File: src/hw/rtl/lsm_pkg.sv
// ----------------------------------------------------------------------------
// lsm_pkg: shared types and constants of the line substring matcher
// Request codes, register indexes, result kinds and fixed field widths.
// ----------------------------------------------------------------------------
package lsm_pkg;

  // default and upper bound of the search string length
  localparam int unsigned PATTERN_MAX_DEF = 16;
  // bytes held by the two pattern registers together
  localparam int unsigned PAT_BYTES       = 16;
  localparam int unsigned PAT_IDX_W       = 4;

  localparam int unsigned BYTE_W          = 8;
  localparam int unsigned OP_W            = 2;
  localparam int unsigned CFG_IDX_W       = 2;
  localparam int unsigned CFG_DATA_W      = 64;
  localparam int unsigned LEN_REG_W       = 5;

  localparam logic [BYTE_W-1:0] NEWLINE   = 8'h0A;
  localparam logic [BYTE_W-1:0] NUL       = 8'h00;

  // input request codes
  typedef enum logic [OP_W-1:0] {
    OP_DATA = 2'd0,
    OP_EOF  = 2'd1,
    OP_EOS  = 2'd2
  } op_e;

  // configuration register indexes
  localparam logic [CFG_IDX_W-1:0] CFG_PAT_LOW  = 2'd0;
  localparam logic [CFG_IDX_W-1:0] CFG_PAT_HIGH = 2'd1;
  localparam logic [CFG_IDX_W-1:0] CFG_PAT_LEN  = 2'd2;

  // result kinds
  localparam logic KIND_LINE    = 1'b0;
  localparam logic KIND_SUMMARY = 1'b1;

endpackage

File: src/hw/rtl/lsm_intf.sv
// ----------------------------------------------------------------------------
// lsm_intf: channel interfaces of the line substring matcher
// Text input, result output and configuration write channels.
// ----------------------------------------------------------------------------

// text input channel
interface lsm_in_if;
  logic       valid;
  logic       ready;
  logic [1:0] op;
  logic [7:0] text_byte;

  modport source (output valid, output op, output text_byte, input ready);
  modport sink   (input valid, input op, input text_byte, output ready);
  modport mon    (input valid, input op, input text_byte, input ready);
endinterface

// result output channel
interface lsm_out_if;
  logic valid;
  logic ready;
  logic result_kind;
  logic matched;

  modport source (output valid, output result_kind, output matched, input ready);
  modport sink   (input valid, input result_kind, input matched, output ready);
  modport mon    (input valid, input result_kind, input matched, input ready);
endinterface

// configuration write channel
interface lsm_cfg_if;
  logic        valid;
  logic        ready;
  logic [1:0]  index;
  logic [63:0] data;

  modport source (output valid, output index, output data, input ready);
  modport sink   (input valid, input index, input data, output ready);
  modport mon    (input valid, input index, input data, input ready);
endinterface

File: src/hw/rtl/lsm_cfg.sv
// ----------------------------------------------------------------------------
// lsm_cfg: pattern registers of the line substring matcher
// Holds the search string and its length, derives the effective length and
// the byte each window cell compares against.
// ----------------------------------------------------------------------------
module lsm_cfg #(
  parameter int unsigned PATTERN_MAX = lsm_pkg::PATTERN_MAX_DEF,
  localparam int unsigned LenW       = $clog2(PATTERN_MAX + 1)
) (
  input  logic                               clk_i,
  input  logic                               rst_ni,
  lsm_cfg_if.sink                            cfg_i,
  output logic [LenW-1:0]                    eff_len_o,
  output logic [PATTERN_MAX-1:0][lsm_pkg::BYTE_W-1:0] expect_o,
  output logic [PATTERN_MAX-1:0]             care_o
);
  import lsm_pkg::*;

  logic [CFG_DATA_W-1:0]          pat_lo_q, pat_lo_d;
  logic [CFG_DATA_W-1:0]          pat_hi_q, pat_hi_d;
  logic [LEN_REG_W-1:0]           len_q, len_d;
  logic [PAT_BYTES-1:0][BYTE_W-1:0] pat;
  logic [LenW-1:0]                len_clip;
  logic [LenW-1:0]                eff_len;

  assign cfg_i.ready = 1'b1;

  // register writes
  always_comb begin
    pat_lo_d = pat_lo_q;
    pat_hi_d = pat_hi_q;
    len_d    = len_q;
    if (cfg_i.valid) begin
      unique case (cfg_i.index)
        CFG_PAT_LOW:  pat_lo_d = cfg_i.data;
        CFG_PAT_HIGH: pat_hi_d = cfg_i.data;
        CFG_PAT_LEN:  len_d    = cfg_i.data[LEN_REG_W-1:0];
        default: ;
      endcase
    end
  end

  always_ff @(posedge clk_i or negedge rst_ni) begin
    if (!rst_ni) begin
      pat_lo_q <= '0;
      pat_hi_q <= '0;
      len_q    <= '0;
    end else begin
      pat_lo_q <= pat_lo_d;
      pat_hi_q <= pat_hi_d;
      len_q    <= len_d;
    end
  end

  assign pat = {pat_hi_q, pat_lo_q};

  // clip length, then stop at the first zero byte of the string
  always_comb begin
    if (len_q > LEN_REG_W'(PATTERN_MAX)) begin
      len_clip = LenW'(PATTERN_MAX);
    end else begin
      len_clip = LenW'(len_q);
    end
    eff_len = len_clip;
    for (int i = PATTERN_MAX - 1; i >= 0; i--) begin
      if (LenW'(i) < len_clip && pat[i] == NUL) begin
        eff_len = LenW'(i);
      end
    end
  end

  assign eff_len_o = eff_len;

  // cell i compares the byte i places back, so it checks pattern byte len-1-i
  always_comb begin
    logic [LenW-1:0] pos;
    for (int i = 0; i < PATTERN_MAX; i++) begin
      pos         = eff_len - LenW'(1) - LenW'(i);
      care_o[i]   = LenW'(i) < eff_len;
      expect_o[i] = pat[PAT_IDX_W'(pos)];
    end
  end

endmodule

File: src/hw/rtl/lsm_cell.sv
// ----------------------------------------------------------------------------
// lsm_cell: one window cell of the line substring matcher
// Holds one recent text byte, passes it on to the next cell on each text
// byte and compares the byte it takes in with its expected pattern byte.
// ----------------------------------------------------------------------------
module lsm_cell (
  input  logic                        clk_i,
  input  logic                        shift_i,
  input  logic [lsm_pkg::BYTE_W-1:0]  byte_i,
  input  logic [lsm_pkg::BYTE_W-1:0]  expect_i,
  input  logic                        care_i,
  output logic [lsm_pkg::BYTE_W-1:0]  byte_o,
  output logic                        eq_o
);
  import lsm_pkg::*;

  logic [BYTE_W-1:0] byte_q;

  // byte shift, payload only
  always_ff @(posedge clk_i) begin
    if (shift_i) begin
      byte_q <= byte_i;
    end
  end

  // compare the byte entering this cell, positions past the length always pass
  assign eq_o   = !care_i || (byte_i == expect_i);
  assign byte_o = byte_q;

endmodule

File: src/hw/rtl/line_substring_matcher.sv
// ----------------------------------------------------------------------------
// line_substring_matcher: fixed-string search over lines of a byte stream
// Reports per line whether it holds the configured string, plus summaries.
// ----------------------------------------------------------------------------
// Usage:
//   in_i   text requests: op data byte, end of file or end of search.
//   out_o  results: a line verdict (result_kind 0) or a search summary
//          (result_kind 1), each with its matched bit.
//   cfg_i  pattern writes: index 0 low bytes, 1 high bytes, 2 length; always
//          ready, write only while no request is in flight.
// Throughput is one request per cycle while the receiver does not stall. A
// result is shown in the cycle after the request that causes it, from a single
// output register. A window of PATTERN_MAX cells shifts the text bytes and
// compares all positions in parallel, so a line verdict is ready as its newline
// is taken. When the receiver stalls, the output register holds its result and
// in_i stays ready only while that register is empty or being emptied, so a
// stall on out_o reaches in_i in the same cycle.
// Reset clears the pattern registers, the line state and the summary flag;
// no clearing pass is needed.
// ----------------------------------------------------------------------------
module line_substring_matcher #(
  parameter int unsigned PATTERN_MAX = lsm_pkg::PATTERN_MAX_DEF
) (
  input  logic      clk_i,
  input  logic      rst_ni,
  lsm_in_if.sink    in_i,
  lsm_out_if.source out_o,
  lsm_cfg_if.sink   cfg_i
);
  import lsm_pkg::*;

  localparam int unsigned LenW = $clog2(PATTERN_MAX + 1);

  logic [LenW-1:0]                  eff_len;
  logic [PATTERN_MAX-1:0][BYTE_W-1:0] expect_b;
  logic [PATTERN_MAX-1:0]           care;
  logic [PATTERN_MAX-1:0][BYTE_W-1:0] cell_byte;
  logic [PATTERN_MAX-1:0]           cell_eq;

  logic                             accept;
  logic                             shift;
  logic [LenW-1:0]                  bic_q, bic_d, bic_inc;
  logic                             line_hit_q, line_hit_d;
  logic                             after_nul_q, after_nul_d;
  logic                             any_hit_q, any_hit_d;
  logic                             nul_now, win_hit, line_now;
  logic                             emit, emit_kind, emit_match;
  logic                             out_valid_q, out_valid_d;
  logic                             out_kind_q, out_match_q;

  // pattern registers
  lsm_cfg #(
    .PATTERN_MAX (PATTERN_MAX)
  ) u_cfg (
    .clk_i     (clk_i),
    .rst_ni    (rst_ni),
    .cfg_i     (cfg_i),
    .eff_len_o (eff_len),
    .expect_o  (expect_b),
    .care_o    (care)
  );

  assign accept = in_i.valid && in_i.ready;
  assign shift  = accept && (in_i.op == OP_DATA);

  // window cells, cell 0 takes the incoming byte
  for (genvar g = 0; g < PATTERN_MAX; g++) begin : g_cell
    logic [BYTE_W-1:0] feed;
    if (g == 0) begin : g_head
      assign feed = in_i.text_byte;
    end else begin : g_link
      assign feed = cell_byte[g-1];
    end
    lsm_cell u_cell (
      .clk_i    (clk_i),
      .shift_i  (shift),
      .byte_i   (feed),
      .expect_i (expect_b[g]),
      .care_i   (care[g]),
      .byte_o   (cell_byte[g]),
      .eq_o     (cell_eq[g])
    );
  end

  // match of the window that includes the incoming byte
  assign bic_inc  = (bic_q == LenW'(PATTERN_MAX)) ? bic_q : bic_q + LenW'(1);
  assign nul_now  = after_nul_q || (in_i.text_byte == NUL);
  assign win_hit  = !nul_now && (eff_len != '0) && (bic_inc >= eff_len) && (&cell_eq);
  assign line_now = line_hit_q || win_hit;

  // line state and result selection
  always_comb begin
    bic_d       = bic_q;
    line_hit_d  = line_hit_q;
    after_nul_d = after_nul_q;
    any_hit_d   = any_hit_q;
    emit        = 1'b0;
    emit_kind   = KIND_LINE;
    emit_match  = 1'b0;
    if (accept) begin
      case (in_i.op)
        OP_DATA: begin
          if (in_i.text_byte == NEWLINE) begin
            emit        = 1'b1;
            emit_match  = line_now || (eff_len == '0);
            any_hit_d   = any_hit_q || emit_match;
            bic_d       = '0;
            line_hit_d  = 1'b0;
            after_nul_d = 1'b0;
          end else begin
            bic_d       = bic_inc;
            line_hit_d  = line_now;
            after_nul_d = nul_now;
          end
        end
        OP_EOF: begin
          if (bic_q != '0) begin
            emit        = 1'b1;
            emit_match  = line_hit_q || (eff_len == '0);
            any_hit_d   = any_hit_q || emit_match;
            bic_d       = '0;
            line_hit_d  = 1'b0;
            after_nul_d = 1'b0;
          end
        end
        OP_EOS: begin
          emit        = 1'b1;
          emit_kind   = KIND_SUMMARY;
          emit_match  = any_hit_q;
          any_hit_d   = 1'b0;
          bic_d       = '0;
          line_hit_d  = 1'b0;
          after_nul_d = 1'b0;
        end
        default: ;
      endcase
    end
  end

  always_ff @(posedge clk_i or negedge rst_ni) begin
    if (!rst_ni) begin
      bic_q       <= '0;
      line_hit_q  <= 1'b0;
      after_nul_q <= 1'b0;
      any_hit_q   <= 1'b0;
    end else begin
      bic_q       <= bic_d;
      line_hit_q  <= line_hit_d;
      after_nul_q <= after_nul_d;
      any_hit_q   <= any_hit_d;
    end
  end

  // output register
  assign in_i.ready = !out_valid_q || out_o.ready;

  always_comb begin
    out_valid_d = out_valid_q && !out_o.ready;
    if (accept && emit) begin
      out_valid_d = 1'b1;
    end
  end

  always_ff @(posedge clk_i or negedge rst_ni) begin
    if (!rst_ni) begin
      out_valid_q <= 1'b0;
    end else begin
      out_valid_q <= out_valid_d;
    end
  end

  always_ff @(posedge clk_i) begin
    if (accept && emit) begin
      out_kind_q  <= emit_kind;
      out_match_q <= emit_match;
    end
  end

  assign out_o.valid       = out_valid_q;
  assign out_o.result_kind = out_kind_q;
  assign out_o.matched     = out_match_q;

endmodule

File: src/flat_wrapper.sv
// flat-port wrapper written by rule: the top's interface ports become plain ports
module line_substring_matcher_flat import lsm_pkg::*;
#(
  parameter int unsigned PATTERN_MAX = lsm_pkg::PATTERN_MAX_DEF
)
  (clk_i, rst_ni, in_i_valid, in_i_op, in_i_text_byte, in_i_ready, out_o_valid, out_o_result_kind, out_o_matched, out_o_ready, cfg_i_valid, cfg_i_index, cfg_i_data, cfg_i_ready);
  lsm_in_if in_i_i ();
  lsm_out_if out_o_i ();
  lsm_cfg_if cfg_i_i ();
  input  logic clk_i;
  input  logic rst_ni;
  input wire logic [$bits(in_i_i.valid)-1:0] in_i_valid;
  input wire logic [$bits(in_i_i.op)-1:0] in_i_op;
  input wire logic [$bits(in_i_i.text_byte)-1:0] in_i_text_byte;
  output wire logic [$bits(in_i_i.ready)-1:0] in_i_ready;
  output wire logic [$bits(out_o_i.valid)-1:0] out_o_valid;
  output wire logic [$bits(out_o_i.result_kind)-1:0] out_o_result_kind;
  output wire logic [$bits(out_o_i.matched)-1:0] out_o_matched;
  input wire logic [$bits(out_o_i.ready)-1:0] out_o_ready;
  input wire logic [$bits(cfg_i_i.valid)-1:0] cfg_i_valid;
  input wire logic [$bits(cfg_i_i.index)-1:0] cfg_i_index;
  input wire logic [$bits(cfg_i_i.data)-1:0] cfg_i_data;
  output wire logic [$bits(cfg_i_i.ready)-1:0] cfg_i_ready;
  assign in_i_i.valid = in_i_valid;
  assign in_i_i.op = in_i_op;
  assign in_i_i.text_byte = in_i_text_byte;
  assign in_i_ready = in_i_i.ready;
  assign out_o_valid = out_o_i.valid;
  assign out_o_result_kind = out_o_i.result_kind;
  assign out_o_matched = out_o_i.matched;
  assign out_o_i.ready = out_o_ready;
  assign cfg_i_i.valid = cfg_i_valid;
  assign cfg_i_i.index = cfg_i_index;
  assign cfg_i_i.data = cfg_i_data;
  assign cfg_i_ready = cfg_i_i.ready;
  line_substring_matcher #(.PATTERN_MAX(PATTERN_MAX)) u_core (.clk_i(clk_i), .rst_ni(rst_ni), .in_i(in_i_i), .out_o(out_o_i), .cfg_i(cfg_i_i));
endmodule
File: config.mk
export PLATFORM = sky130hd
export DESIGN_NAME = line_substring_matcher_flat
export DESIGN_NICKNAME = d
export VERILOG_FILES = /design/src/hw/rtl/lsm_pkg.sv /design/src/hw/rtl/lsm_intf.sv /design/src/hw/rtl/lsm_cfg.sv /design/src/hw/rtl/lsm_cell.sv /design/src/hw/rtl/line_substring_matcher.sv /design/src/flat_wrapper.sv
export SDC_FILE = /design/constraint.sdc
export NUM_CORES = 1
export LEC_CHECK = 0
export BUFFER_PORTS_ARGS = -buffer_cell sky130_fd_sc_hd__buf_2
export CAP_MARGIN = 25
export CORE_ASPECT_RATIO = 0.9
export CORE_UTILIZATION = 55
export DETAILED_ROUTE_END_ITERATION = 10
export PLACE_DENSITY = 0.84
export RECOVER_POWER = 25
export SETUP_SLACK_MARGIN = 0.1
export SYNTH_ARGS = -nofsm -noshare
export SYNTH_HDL_FRONTEND = slang
export SYNTH_SLANG_ARGS = --single-unit
File: constraint.sdc
create_clock -name clk_i -period 7.2 [get_ports clk_i]
set_input_delay 1.44 -clock clk_i [delete_from_list [all_inputs] [get_ports clk_i]]
set_output_delay 1.44 -clock clk_i [all_outputs]
set_load 0.05 [all_outputs]
==> flow_results.org <==
** Status
- The run finished, with violations left.
- The final reports fail on max-capacitance violations, max-slew violations.

** Cells and area
- Final instance area :: approximately 23,000 um^2
- Most frequent cells in the layout :: 197 x nand3_1, 149 x buf_4, 142 x dfrtp_1, 141 x nand2_1, 140 x mux2_2
- Area growth from synthesis to final layout :: 14.4%
- Utilization after layout :: 0.640
- Share of final-layout standard cells stronger than drive strength 1 :: 0.271
- Area of the multi-input gates :: between 10,000 and 15,000 um^2
- Leaving out fill and tap cells, the most frequent cell in the layout is nand3_1.
- The final layout contains approximately 2,200 nets.
- Non-filler cells, final :: 2,608
- Number of fill cells :: between 2,000 and 3,000
- Total area of sequential cells :: 7220 um^2

** Clock network
- Skew-Pair Late Insertion Delay :: around 0.60 ns
- Clock root buffer :: clkbuf_16
- Clock-pin slew was measured on the worst setup and hold paths at roughly 0.070 ns.
- TritonCTS created 28 clock buffers.
- TritonCTS sink count :: ~260
- Clock tree from TritonCTS :: built
- Counting along the longest clock path gives a buffer depth of 3.
- H-Tree Depth :: 1

** STA
- Final-layout worst hold slack :: between 0.4 and 0.5 ns
- Setup violations remaining at the end of the flow were counted as 0.
- Hold violation total from the final report :: 0
- The worst path in the final design needs a cycle of approximately 7.0 ns, including I/O delays and setup.
- For the pin with the worst max-slew slack, the measured transition is 3.55 ns.
- Maximum operating frequency :: about 140 MHz
- Clock Skew :: approximately 0.013 ns
- Worst relative slew slack :: -1.37
- Of the available clock period, the critical path in the final layout requires 0.969.
- Fin. max-slew vios :: 67
- RSZ-0062 raised after global routing :: no

** Power
- Max rail drop VDD :: a little under 0.0004 V
- For this design the total switching power over the nets is 6.75 mW.
- Proportion of power drawn by the clock network :: 0.116
- Relative contribution of sequential cells to total power :: 0.165
- Of the total power, the share spent switching nets is 0.518.
- Internal power comes to between 6 and 7 mW.
- The share of total power dissipated in combinational logic is 0.719.
- Power spread over the standard cell area amounts to 562 nW/um^2.
- The analysis attributes to cell leakage a power of slightly above 9 nW.
- After layout, the design draws a total of 13.0 mW.

** Routing
- Ratio of routed vias to standard cells :: 7.51
- TritonRoute pass-1 iters :: 9
- Wires add up to around 92 mm.
- Remaining routing DRC violations :: 0
- Wire length per cell after detailed routing :: 35.3 um
- Vias after detailed routing :: between 15,000 and 20,000
- Once detail routing completed, the nets flagged for antenna violations numbered 0.
- In this run, the number of DRC markers left after iteration 0 of detailed routing was about 3,200.

** Synth
- Post-Synth XOR/XNOR Area :: 0.0626
- Number of warnings issued by yosys :: 0
- Number of enable-type register cells in the synthesized netlist :: approximately 120
- Net count of the mapped netlist :: 2,067
- Leading area contributor after synthesis :: edfxtp_1
- Post-synthesis simple-gate area fraction :: 0.162
- Averaged over all synthesized cells, the footprint is ~10 um^2.
- The compound-gate portion of the synthesized area was 0.142.
- The synthesized design contains 264 register bits.
- Summing every instance area after synthesis gives approximately 20,000 um^2.
- Of the total synthesized cell area, the portion taken by full adders, half adders and majority gates is 0.00803.
- Main combinational cell family by area after synthesis :: multiplexers
- Post-synth top area share :: 0.181
- Post-synthesis sequential area ratio :: 0.356
- Number of unique standard cell types used by synthesis :: 97
- Main area contributors after synthesis :: edfxtp_1 18%, dfrtp_1 18%, mux4_2 9.5%
- For this run, the leading register cell type out of synthesis is dfrtp_1.
- Proportion of register bits with asynchronous set or reset after synthesis :: 0.538
- Post-synthesis instance total :: ~2,000
- After synthesis, the share of cell area in mux cells is 0.233.

** Run
- Max-cap violations :: 1

** Floorplanning
- After floorplanning, the core was divided into 66 placement rows.
- Core footprint :: between 30,000 and 40,000 um^2
- Boundary pin count :: between 80 and 90
- The die covers approximately 38,000 um^2.
- DIE HEIGHT :: roughly 180 um
- Measured along the x axis, the die boundary spans ~200 um.
- The initial utilization of the core area, before any placement, comes to 0.560.

** Global route
- Summed over all layers, the global routing overflow is 0.
- The number of antenna violations at the first check in global routing is 2.
- Entering global routing, the biggest net connects 150 pins.
- The number of global-route vias before repair is 18,400.
- The first global-routing pass estimated around 130 mm of wire.
- Overall fraction of global-route tracks in use :: 0.489

** Critical path
- Arrival time reported for the critical path endpoint :: roughly 7.4 ns
- Launching element type of the critical path :: register
- STA puts the critical path data required time at between 7 and 8 ns.
- WS Path Type :: register to register
- Along the worst path, the maximum fanout reaches 14.
- The worst setup path is captured at a register.

** Placement
- Dpl cell area :: between 20,000 and 25,000 um^2
- Including well taps, the total number of placed cells is 2,548.
- Placer Congestion :: between 1 and 1.5
- Number of buffers inserted by port buffering :: 84
- Detailed-placement wirelength estimate :: just under 70 mm

** Hold path
- In this run the worst hold path is classified as register to register.
[final cells by class]
class,count,area share
Antenna cell,3,0.000324
Clock buffer,32,0.0322
Clock inverter,19,0.00794
Tap cell,476,0.0257
Timing Repair Buffer,250,0.0803
Multi-Input combinational cell,1545,0.539
Sequential cell,264,0.312
Inverter,19,0.00324
[worst paths after layout]
check                      cells after the start                                   startpoint                                     endpoint  slack (ns)
max                                           24        u_core.u_cfg.pat_hi_q[17]$_DFFE_PN0P_           u_core.out_o.matched$_SDFFCE_PN0P_        0.22
min                                            0  u_core.g_cell[7].u_cell.byte_o[2]$_DFFE_PP_  u_core.g_cell[8].u_cell.byte_o[2]$_DFFE_PP_        0.47
max reg2reg                                   24        u_core.u_cfg.pat_hi_q[17]$_DFFE_PN0P_           u_core.out_o.matched$_SDFFCE_PN0P_        0.22
min reg2reg                                    0  u_core.g_cell[7].u_cell.byte_o[2]$_DFFE_PP_  u_core.g_cell[8].u_cell.byte_o[2]$_DFFE_PP_        0.47
max in group asynchronous                      3                                       rst_ni                  u_core.bic_q[4]$_DFFE_PN0P_        3.05
min in group asynchronous                      1                                       rst_ni        u_core.u_cfg.pat_lo_q[30]$_DFFE_PN0P_        2.05
[power by group through the flow]
stage	clock network (mW)	registers, mW	logic (mW)
after floorplan	0	1.94	5.78
after global placement	0	2.12	8.81
after detailed placement	0	2.13	8.89
after CTS	1.50	2.10	8.95
after global routing	1.55	2.14	9.66
final	1.51	2.15	9.37
[Yosys cell counts, drive strengths merged, types with 19 or more instances]
| cell | n |
|---|---|
| mux4 | 85 |
| nor2 | 52 |
| xor2 | 69 |
| and3 | 45 |
| nor3 | 37 |
| a21oi | 85 |
| xnor2 | 60 |
| mux2i | 123 |
| o21ai | 119 |
| edfxtp | 122 |
| nand4 | 42 |
| clkbuf | 76 |
| nand2 | 143 |
| dfrtp | 142 |
| nand3 | 197 |
| or4 | 19 |
| a211oi | 45 |
| mux2 | 140 |
| nor4 | 43 |
| buf | 69 |
[worst max-delay path, cell delays in order, from the launching register on]
cell and delay [ns]:
dfrtp_1 0.44, or4_1 0.55, a311o_1 0.41, or2_1 0.31, o311ai_1 0.15, a21oi_1 0.17
nor2_4 0.23, o21ai_0 0.15, ha_1 0.30, inv_1 0.14, a21oi_1 0.10, a21o_2 0.35
buf_4 0.17, nor2_2 0.31, buf_4 0.27, xnor3_2 0.44, or4_1 0.58, o31a_1 0.12
nand4_1 0.11, o2111ai_1 0.27, nor4_2 0.33, o221ai_1 0.21, a32oi_1 0.24, nand4_1 0.25
o22ai_1 0.20
[timing repair]
| item | 4_1_cts | 5_1_grt |
|---|---|---|
| resized for setup | 2 | 13 |
| endpoints found under the setup margin | 3 | 3 |
| hold buffers | 0 | 0 |
| setup buffers | 0 | 3 |
| pin swaps | 0 | 1 |
[logic make-up (layout without fill, tap and decap cells)]
group                      after synthesis  count (layout)
buffers and inverters                  164             320
adders and majority gates               13              13
xor gates and xnor gates               133             133
and+or+nand+nor                        632             632
other                                    1               4
muxes                                  348             348
AOI/OAI and AO/OA                      418             418
DFF                                    264             264
[stage by stage]
stage / setup WS, ns / setup TNS, ns
3_3_place_gp: 0.157 / 0
5_1_grt: 0.0917 / 0
2_1_floorplan: 0.259 / 0
3_5_place_dp: -0.0118 / -0.0118
6_report: 0.223 / 0
4_1_cts: 0.177 / 0
[flip-flops by register name, indices dropped and copies added (netlist names)]
| name | flops |
|---|---|
| u_core.u_cfg.len_q | 5 |
| u_core.out_o.matched | 1 |
| u_core.g_cell.u_cell.byte_o | 120 |
| u_core.bic_q | 5 |
| u_core.any_hit_q | 1 |
| u_core.u_cfg.pat_hi_q | 64 |
| u_core.out_o.result_kind | 1 |
| u_core.out_o.valid | 1 |
| u_core.u_cfg.pat_lo_q | 64 |
| u_core.line_hit_q | 1 |
| u_core.after_nul_q | 1 |
[routing by layer]
| metal | vias up | wire length [um] | track usage |
|---|---|---|---|
| met5 | - | 10 | 0 |
| met4 | 2 | 6220 | 0.263 |
| met3 | 348 | 14900 | 0.189 |
| li1 | 7996 | - | - |
| met1 | 9504 | 33600 | 0.653 |
| met2 | 1725 | 37300 | 0.681 |
Note: power is estimated with default switching activity, not from simulation.
